==> config.mk <==
export PLATFORM = sky130hd
export DESIGN_NAME = char_lcd_write_sequencer_top_flat
export DESIGN_NICKNAME = d
export VERILOG_FILES = /design/src/hw/rtl/clws_pkg.sv /design/src/hw/rtl/clws_if.sv /design/src/hw/rtl/clws_phase_gen.sv /design/src/hw/rtl/char_lcd_write_sequencer_top.sv /design/src/flat_wrapper.sv
export SDC_FILE = /design/constraint.sdc
export NUM_CORES = 1
export LEC_CHECK = 0
export BUFFER_PORTS_ARGS = -buffer_cell sky130_fd_sc_hd__buf_4
export CAP_MARGIN = 20
export CORE_ASPECT_RATIO = 0.7
export CORE_MARGIN = 2
export CORE_UTILIZATION = 50
export CTS_CLUSTER_DIAMETER = 40
export CTS_CLUSTER_SIZE = 40
export DETAILED_ROUTE_END_ITERATION = 16
export PLACE_DENSITY = 0.76
export SYNTH_ARGS = -nofsm -noshare
export SYNTH_HDL_FRONTEND = slang
export SYNTH_HIERARCHICAL = 1
export SYNTH_SLANG_ARGS = --single-unit
==> constraint.sdc <==
create_clock -name clk -period 2.69 [get_ports clk]
set_input_delay 0.269 -clock clk [delete_from_list [all_inputs] [get_ports clk]]
set_output_delay 0.269 -clock clk [all_outputs]
set_load 0.03 [all_outputs]
==> src/hw/rtl/clws_pkg.sv <==
`timescale 1ns / 1ps

package clws_pkg;

	typedef enum logic [1:0] {
		ACT_CMD    = 2'd0,
		ACT_CHAR   = 2'd1,
		ACT_INIT   = 2'd2,
		ACT_CURSOR = 2'd3
	} action_t;

	typedef enum logic [1:0] {
		CFG_BUS_MODE     = 2'd0,
		CFG_STROBE_HOLD  = 2'd1,
		CFG_POWERUP_HOLD = 2'd2
	} cfg_index_t;

	localparam int CfgDataW   = 24;
	localparam int StrobeW    = 16;
	localparam int HoldW      = 24;
	localparam int PhaseIdxW  = 5;
	localparam int ByteIdxW   = 3;

	localparam logic [StrobeW-1:0] StrobeHoldReset  = 16'd4000;
	localparam logic [HoldW-1:0]   PowerupHoldReset = 24'd5000000;

	localparam logic [7:0] CmdFunc8    = 8'h38;
	localparam logic [7:0] CmdHome4    = 8'h02;
	localparam logic [7:0] CmdFunc4    = 8'h28;
	localparam logic [7:0] CmdDispOn   = 8'h0C;
	localparam logic [7:0] CmdClear    = 8'h01;
	localparam logic [7:0] CmdEntry    = 8'h06;
	localparam logic [7:0] CmdRow0Base = 8'h80;
	localparam logic [7:0] CmdRow1Base = 8'hC0;
	localparam logic [7:0] NibbleMask  = 8'hF0;

	typedef struct packed {
		action_t     action;
		logic [7:0]  data_byte;
		logic [1:0]  row;
		logic [4:0]  column;
	} request_t;

	typedef struct packed {
		logic             reg_select;
		logic             enable_line;
		logic [7:0]       bus_data;
		logic [HoldW-1:0] hold_ticks;
		logic             last_phase;
	} phase_t;

	// Init command bytes, eight-bit bus.
	function automatic logic [7:0] init_byte8(input logic [ByteIdxW-1:0] idx);
		logic [7:0] b;
		unique case (idx)
			3'd0:    b = CmdFunc8;
			3'd1:    b = CmdDispOn;
			3'd2:    b = CmdClear;
			3'd3:    b = CmdEntry;
			default: b = CmdEntry;
		endcase
		return b;
	endfunction

	// Init command bytes, four-bit bus.
	function automatic logic [7:0] init_byte4(input logic [ByteIdxW-1:0] idx);
		logic [7:0] b;
		unique case (idx)
			3'd0:    b = CmdHome4;
			3'd1:    b = CmdFunc4;
			3'd2:    b = CmdDispOn;
			3'd3:    b = CmdClear;
			3'd4:    b = CmdEntry;
			default: b = CmdEntry;
		endcase
		return b;
	endfunction

endpackage

==> src/hw/rtl/clws_if.sv <==
`timescale 1ns / 1ps

interface clws_req_if;
	logic                 valid;
	logic                 ready;
	clws_pkg::action_t    action;
	logic [7:0]           data_byte;
	logic [1:0]           row;
	logic [4:0]           column;

	modport source (output valid, action, data_byte, row, column, input ready);
	modport sink   (input valid, action, data_byte, row, column, output ready);
endinterface

interface clws_phase_if;
	logic                        valid;
	logic                        ready;
	logic                        reg_select;
	logic                        enable_line;
	logic [7:0]                  bus_data;
	logic [clws_pkg::HoldW-1:0]  hold_ticks;
	logic                        last_phase;

	modport source (output valid, reg_select, enable_line, bus_data, hold_ticks, last_phase,
		input ready);
	modport sink   (input valid, reg_select, enable_line, bus_data, hold_ticks, last_phase,
		output ready);
endinterface

==> src/hw/rtl/clws_phase_gen.sv <==
`timescale 1ns / 1ps

module clws_phase_gen (
	input  clws_pkg::request_t                 req,
	input  logic [clws_pkg::PhaseIdxW-1:0]     phase_idx,
	input  logic                               bus_mode,
	input  logic [clws_pkg::StrobeW-1:0]       strobe_hold,
	input  logic [clws_pkg::HoldW-1:0]         powerup_hold,
	output clws_pkg::phase_t                   phase
);
	import clws_pkg::*;

	logic                  is_init;
	logic [PhaseIdxW-1:0]  p;
	logic [ByteIdxW-1:0]   byte_idx;
	logic [ByteIdxW-1:0]   n_bytes;
	logic [PhaseIdxW-1:0]  n_phases;
	logic [7:0]            cur_byte;
	logic [7:0]            base;
	logic [7:0]            bus;
	logic [HoldW-1:0]      strobe_ticks;
	logic [HoldW-1:0]      powerup_ticks;

	assign is_init  = (req.action == ACT_INIT);
	// Byte phases start after the power-up wait during init.
	assign p        = is_init ? phase_idx - PhaseIdxW'(1) : phase_idx;
	assign byte_idx = bus_mode ? p[4:2] : p[3:1];
	assign base     = req.row[0] ? CmdRow1Base : CmdRow0Base;

	always_comb begin
		unique case (req.action)
			ACT_CMD, ACT_CHAR: begin
				cur_byte = req.data_byte;
				n_bytes  = 3'd1;
			end
			ACT_INIT: begin
				cur_byte = bus_mode ? init_byte4(byte_idx) : init_byte8(byte_idx);
				n_bytes  = bus_mode ? 3'd5 : 3'd4;
			end
			ACT_CURSOR: begin
				cur_byte = (byte_idx == '0) ? base : base + {3'b000, req.column};
				n_bytes  = 3'd2;
			end
			default: begin
				cur_byte = req.data_byte;
				n_bytes  = 3'd1;
			end
		endcase
	end

	// Two phases per byte on the eight-bit bus, four on the nibble bus.
	assign n_phases = (bus_mode ? {n_bytes, 2'b00} : {1'b0, n_bytes, 1'b0})
		+ PhaseIdxW'(is_init);

	always_comb begin
		if (!bus_mode)
			bus = cur_byte;
		else if (!p[1])
			bus = cur_byte & NibbleMask;
		else
			bus = {cur_byte[3:0], 4'b0000};
	end

	assign strobe_ticks  = (strobe_hold == '0) ? HoldW'(1) : HoldW'(strobe_hold);
	assign powerup_ticks = (powerup_hold == '0) ? HoldW'(1) : powerup_hold;

	always_comb begin
		phase.last_phase = (phase_idx == n_phases - PhaseIdxW'(1));
		if (is_init && phase_idx == '0) begin
			phase.reg_select  = 1'b0;
			phase.enable_line = 1'b0;
			phase.bus_data    = 8'h00;
			phase.hold_ticks  = powerup_ticks;
		end else begin
			phase.reg_select  = (req.action == ACT_CHAR);
			phase.enable_line = !p[0];
			phase.bus_data    = bus;
			phase.hold_ticks  = strobe_ticks;
		end
	end

endmodule

==> src/hw/rtl/char_lcd_write_sequencer_top.sv <==
`timescale 1ns / 1ps

// Character LCD write sequencer. Each request transaction (write command, write
// character, init, set cursor) turns into a run of pin-phase transactions, one
// per clock unless the receiver stalls, each giving RS, EN, D7..D0, a hold time
// in ticks and a last-phase flag. A byte costs 2 phases on the eight-bit bus and
// 4 on the nibble bus, so a byte write makes 2 or 4 phases, init 9 or 21 and set
// cursor 4 or 8; a set-cursor request with a row above 1 or a column above 15 is
// accepted and produces nothing. The phase counter steps through the request
// held in the request register. The next request is taken in the same cycle
// as the current one's final phase enters the output register; a request goes
// through the request register, then the output register, before its first
// phase shows. Configuration (bus_mode, strobe hold, power-up hold at indexes
// 0..2) must be written only while the block is idle; other indexes are ignored.
module char_lcd_write_sequencer_top (
	input  logic                           clk,
	input  logic                           arst_n,
	input  logic                           cfg_we,
	input  logic [1:0]                     cfg_index,
	input  logic [clws_pkg::CfgDataW-1:0]  cfg_data,
	clws_req_if.sink                       req,
	clws_phase_if.source                   phase
);
	import clws_pkg::*;

	// Configuration registers.
	logic                  bus_mode_q;
	logic [StrobeW-1:0]    strobe_hold_q;
	logic [HoldW-1:0]      powerup_hold_q;

	// Request held while its phases are generated.
	logic                  busy_q;
	request_t              req_q;
	logic [PhaseIdxW-1:0]  idx_q;

	// Output register toward the bus driver.
	logic                  out_valid_q;
	phase_t                out_q;

	phase_t                next_phase;
	logic                  advance;
	logic                  take;
	logic                  req_ok;

	clws_phase_gen u_phase_gen (
		.req          (req_q),
		.phase_idx    (idx_q),
		.bus_mode     (bus_mode_q),
		.strobe_hold  (strobe_hold_q),
		.powerup_hold (powerup_hold_q),
		.phase        (next_phase)
	);

	always_ff @(posedge clk or negedge arst_n) begin
		if (!arst_n) begin
			bus_mode_q     <= 1'b0;
			strobe_hold_q  <= StrobeHoldReset;
			powerup_hold_q <= PowerupHoldReset;
		end else if (cfg_we) begin
			unique case (cfg_index)
				CFG_BUS_MODE:     bus_mode_q     <= cfg_data[0];
				CFG_STROBE_HOLD:  strobe_hold_q  <= cfg_data[StrobeW-1:0];
				CFG_POWERUP_HOLD: powerup_hold_q <= cfg_data[HoldW-1:0];
				default: ;
			endcase
		end
	end

	// Advance one phase whenever the output register is free or being drained.
	assign advance   = busy_q && (!out_valid_q || phase.ready);
	assign req.ready = !busy_q || (advance && next_phase.last_phase);
	assign take      = req.valid && req.ready;

	// Drop an out-of-range cursor request at acceptance.
	assign req_ok = !(req.action == ACT_CURSOR && (req.row[1] || req.column[4]));

	// A new request restarts the counter, even when it lands on the final phase.
	always_ff @(posedge clk or negedge arst_n) begin
		if (!arst_n) begin
			busy_q <= 1'b0;
			idx_q  <= '0;
		end else if (take) begin
			busy_q <= req_ok;
			idx_q  <= '0;
		end else if (advance) begin
			idx_q <= idx_q + PhaseIdxW'(1);
			if (next_phase.last_phase)
				busy_q <= 1'b0;
		end
	end

	// Request payload needs no reset; it is qualified by busy_q.
	always_ff @(posedge clk) begin
		if (take) begin
			req_q.action    <= req.action;
			req_q.data_byte <= req.data_byte;
			req_q.row       <= req.row;
			req_q.column    <= req.column;
		end
	end

	always_ff @(posedge clk or negedge arst_n) begin
		if (!arst_n)
			out_valid_q <= 1'b0;
		else if (advance)
			out_valid_q <= 1'b1;
		else if (phase.ready)
			out_valid_q <= 1'b0;
	end

	// Hold the phase while stalled, load the next one on advance.
	always_ff @(posedge clk) begin
		if (advance)
			out_q <= next_phase;
	end

	assign phase.valid       = out_valid_q;
	assign phase.reg_select  = out_q.reg_select;
	assign phase.enable_line = out_q.enable_line;
	assign phase.bus_data    = out_q.bus_data;
	assign phase.hold_ticks  = out_q.hold_ticks;
	assign phase.last_phase  = out_q.last_phase;

endmodule

==> src/flat_wrapper.sv <==
// flat-port wrapper written by rule: the top's interface ports become plain ports
module char_lcd_write_sequencer_top_flat import clws_pkg::*;
  (clk, arst_n, cfg_we, cfg_index, cfg_data, req_valid, req_action, req_data_byte, req_row, req_column, req_ready, phase_valid, phase_reg_select, phase_enable_line, phase_bus_data, phase_hold_ticks, phase_last_phase, phase_ready);
  clws_req_if req_i ();
  clws_phase_if phase_i ();
  input  logic clk;
  input  logic arst_n;
  input  logic cfg_we;
  input  logic [1:0] cfg_index;
  input  logic [clws_pkg::CfgDataW-1:0] cfg_data;
  input wire logic [$bits(req_i.valid)-1:0] req_valid;
  input wire logic [$bits(req_i.action)-1:0] req_action;
  input wire logic [$bits(req_i.data_byte)-1:0] req_data_byte;
  input wire logic [$bits(req_i.row)-1:0] req_row;
  input wire logic [$bits(req_i.column)-1:0] req_column;
  output wire logic [$bits(req_i.ready)-1:0] req_ready;
  output wire logic [$bits(phase_i.valid)-1:0] phase_valid;
  output wire logic [$bits(phase_i.reg_select)-1:0] phase_reg_select;
  output wire logic [$bits(phase_i.enable_line)-1:0] phase_enable_line;
  output wire logic [$bits(phase_i.bus_data)-1:0] phase_bus_data;
  output wire logic [$bits(phase_i.hold_ticks)-1:0] phase_hold_ticks;
  output wire logic [$bits(phase_i.last_phase)-1:0] phase_last_phase;
  input wire logic [$bits(phase_i.ready)-1:0] phase_ready;
  assign req_i.valid = req_valid;
  assign req_i.action = req_action;
  assign req_i.data_byte = req_data_byte;
  assign req_i.row = req_row;
  assign req_i.column = req_column;
  assign req_ready = req_i.ready;
  assign phase_valid = phase_i.valid;
  assign phase_reg_select = phase_i.reg_select;
  assign phase_enable_line = phase_i.enable_line;
  assign phase_bus_data = phase_i.bus_data;
  assign phase_hold_ticks = phase_i.hold_ticks;
  assign phase_last_phase = phase_i.last_phase;
  assign phase_i.ready = phase_ready;
  char_lcd_write_sequencer_top u_core (.clk(clk), .arst_n(arst_n), .cfg_we(cfg_we), .cfg_index(cfg_index), .cfg_data(cfg_data), .req(req_i), .phase(phase_i));
endmodule
==> flow_metrics.tcl <==
set metrics [dict create \
    ys_warn_count 6 \
    r2r_cells 8 \
    num_rows 28 \
    ff2ff_setup_slack_ns 0.22 \
    hold_end "u_core/req_q[3]" \
    grt_usage_pct 22.5 \
    clkLatencyLatePin_ns 0.33 \
    die_area_mm2 0.00973 \
    power_density_mw_per_mm2 912 \
    grt-ovfl-total 0 \
    nFillCells 670 \
    clockRootBuffer "clkbuf_16" \
    slowest_stage "edfxtp_1" \
    cts_tree "yes" \
    fin_crit_sh_pct 94.0 \
    place_congestion 0.983 \
    nets 506 \
    hold_depth 1 \
    vdd_drop_max_mv 0.498 \
    r2r-end "u_core/phase.bus_data[1]" \
    crit_required_ns 2.42 \
    htree_levels 3 \
    synth_area_per_cell_um2 12.5 \
    tightest_slew_ns 0.819 \
    critPathMostFrequentCell "buf_4" \
    drv_slew 0 \
    wl_per_cell_um 17.8 \
    syn_inst 359 \
    p_sw_share_pct 34.7 \
    comb_power_share_pct 32.6 \
    grt_max_degree 49 \
    hold_viol 0 \
    crit_family "compound AO/OA/AOI/OAI gates" \
    drc 0 \
    path_cells "buf_4 -> nand2b_1 -> nor2_1 -> a31oi_1 -> a21oi_1 -> a21o_1 -> buf_4 -> buf_4" \
    regToRegStartpoint "u_core/idx_q[0]" \
    io_buffers 84 \
    setup_viol 0 \
    maxCapViolations 0 \
    antenna_found_initial 0 \
    fmax_mhz 396 \
    die_w_um 117 \
    min_from "req_column[3]" \
    grt_pass1_vias 3251 \
    p_leak_uw 0.00236 \
    rsz0062_at_grt "no" \
    holdCritPathClass "input port to flop" \
    critPathLaunchType "flop" \
    hpwlAfterDp_um 7330 \
    clock_path_buffers 2 \
    tns_ns 0 \
    io-pin-count 85 \
    cts.sinks 99 \
    crit_arrival_ns 2.26 \
    vias 3245 \
    status "finished clean" \
    path_clk_slew_ns 0.07 \
    initial_core_util_pct 52.1 \
    wl_um 10400 \
    endpoint_kind "output port" \
    antennaDiodeCount 0 \
    multi_input_area_mm2 0.00162 \
    critical_path_class "flop to output port" \
    p_seq_share_pct 43.2 \
    drt-initial-drc-count 218 \
    synthesis.area_mm2 0.00447 \
    path_buf_inv 3 \
    power.share.clock_pct 24.2 \
    syn_to_final_growth_pct 26.3 \
    coreArea_mm2 0.00858 \
    vias_per_cell 5.59 \
    drt_first_pass_iters 5 \
    synth_nets 409 \
    p_int_uw 3360 \
    p_sw_uw 1790 \
    path_max_fanout 8 \
    die_height_um 83.1 \
    slowest_delay_ns 0.49 \
    relSlewSlack_pct 45.2 \
    fin_util_pct 65.8 \
    fin_worst_skew_ns 0.00523 \
    detail-route-antenna-nets 0 \
    cts_made_buffers 9 \
    fin_crit_ns 2.53 \
    final-seq-area_mm2 0.00275 \
    grt_pass1_wl_um 16800 \
    layout-drive-gt1-share_pct 41.0 \
]
[power by group through the flow]
stage / logic [uW] / clock network, uW / registers [uW]
detailed placement: 1630 / 0 / 2240
finish: 1680 / 1250 / 2220
floorplan: 904 / 0 / 2400
global route: 1820 / 1340 / 2260
global placement: 1590 / 0 / 2230
CTS: 1640 / 1270 / 2220
[cell usage in the layout (no fill, tap or decap), drive strengths merged, types with 2 or more instances in the layout]
cell type and instances:
o211ai 2, a21o 2, o31ai 3, nor4 11
o21ai 10, a31oi 5, o21a 2, o22ai 4
dfrtp 34, xor2 3, nand2b 2, clkinv 2
clkbuf 10, ha 2, or4 2, nor3 4
buf 104, a22oi 7, and3 2, xnor2 3
a311o 2, or3 3, a21oi 9, clkinvlp 3
and2 12, dfstp 14, edfxtp 51, inv 7
nand3 9, nor2b 6, nand3b 2, nor2 11
mux2i 2, a211oi 2, nand2 59, nor3b 3
mux2 41
[how the worst max path moves through the flow]
stage | start | end | slack [ns] | depth (start not counted)
finish | u_core/req_q[16] | req_ready | 0.16 | 8
CTS | u_core/req_q[16] | req_ready | 0.07 | 8
detailed placement | u_core/idx_q[0] | u_core/phase.bus_data[5] | 0.18 | 8
global route | u_core/req_q[16] | req_ready | 0.02 | 9
global placement | u_core/idx_q[0] | u_core/phase.bus_data[7] | 0.28 | 8
floorplan | u_core/bus_mode_q | u_core/req_q[0] | 0.22 | 9
[routing by layer]
layer	GRT usage, %	up-vias	wire, um
li1	-	1513	-
met1	33.5	1599	4720
met2	34.0	129	4850
met3	6.20	4	733
met4	3.42	0	49
met5	0	-	0
[registers in the layout, indices dropped and copies added (netlist names)]
| register | cells |
|---|---|
| u_core/phase.hold_ticks | 24 |
| u_core/powerup_hold_q | 24 |
| u_core/req_q | 16 |
| u_core/strobe_hold_q | 16 |
| u_core/phase.bus_data | 8 |
| u_core/idx_q | 5 |
| u_core/bus_mode_q | 1 |
| u_core/busy_q | 1 |
| u_core/phase.enable_line | 1 |
| u_core/phase.last_phase | 1 |
| u_core/phase.reg_select | 1 |
| u_core/phase.valid | 1 |
[what timing repair did]
item                                    4_1_cts  5_1_grt
endpoints found under the setup margin        0       21
gates resized for setup                       0        3
hold endpoints to repair                     34        0
setup buffers                                 0        7
hold buffers                                  1        0
[worst register-to-register path, delay by kind of cell (launching register included)]
family | cells | cell delay [ns]
AOI/OAI and AO/OA | 2 | 0.44
adders and majority gates | 1 | 0.28
and+or+nand+nor | 4 | 0.99
buffers and inverters | 1 | 0.13
DFF | 1 | 0.46
[stage by stage]
step / instances / power, uW / worst slack, ns / hold WS [ns] / cell area [um^2]
3_3_place_gp: 557 / 3810 / 0.277 / 0.325 / 5280
2_1_floorplan: 359 / 3300 / 0.223 / -0.0266 / 4480
3_5_place_dp: 557 / 3870 / 0.184 / 0.326 / 5280
5_1_grt: 581 / 5420 / 0.0203 / 0.0899 / 5650
6_report: 581 / 5150 / 0.162 / 0.106 / 5650
4_1_cts: 574 / 5140 / 0.0677 / 0.101 / 5590
[final cells by class]
cell class	instances	area share, %
Sequential cell	99	48.7
Multi-Input combinational cell	235	28.7
Timing Repair Buffer	105	14.2
Clock buffer	10	4.43
Tap cell	120	2.66
Clock inverter	6	0.842
Inverter	6	0.399
No activity file was read; power rests on OpenSTA's default activity.
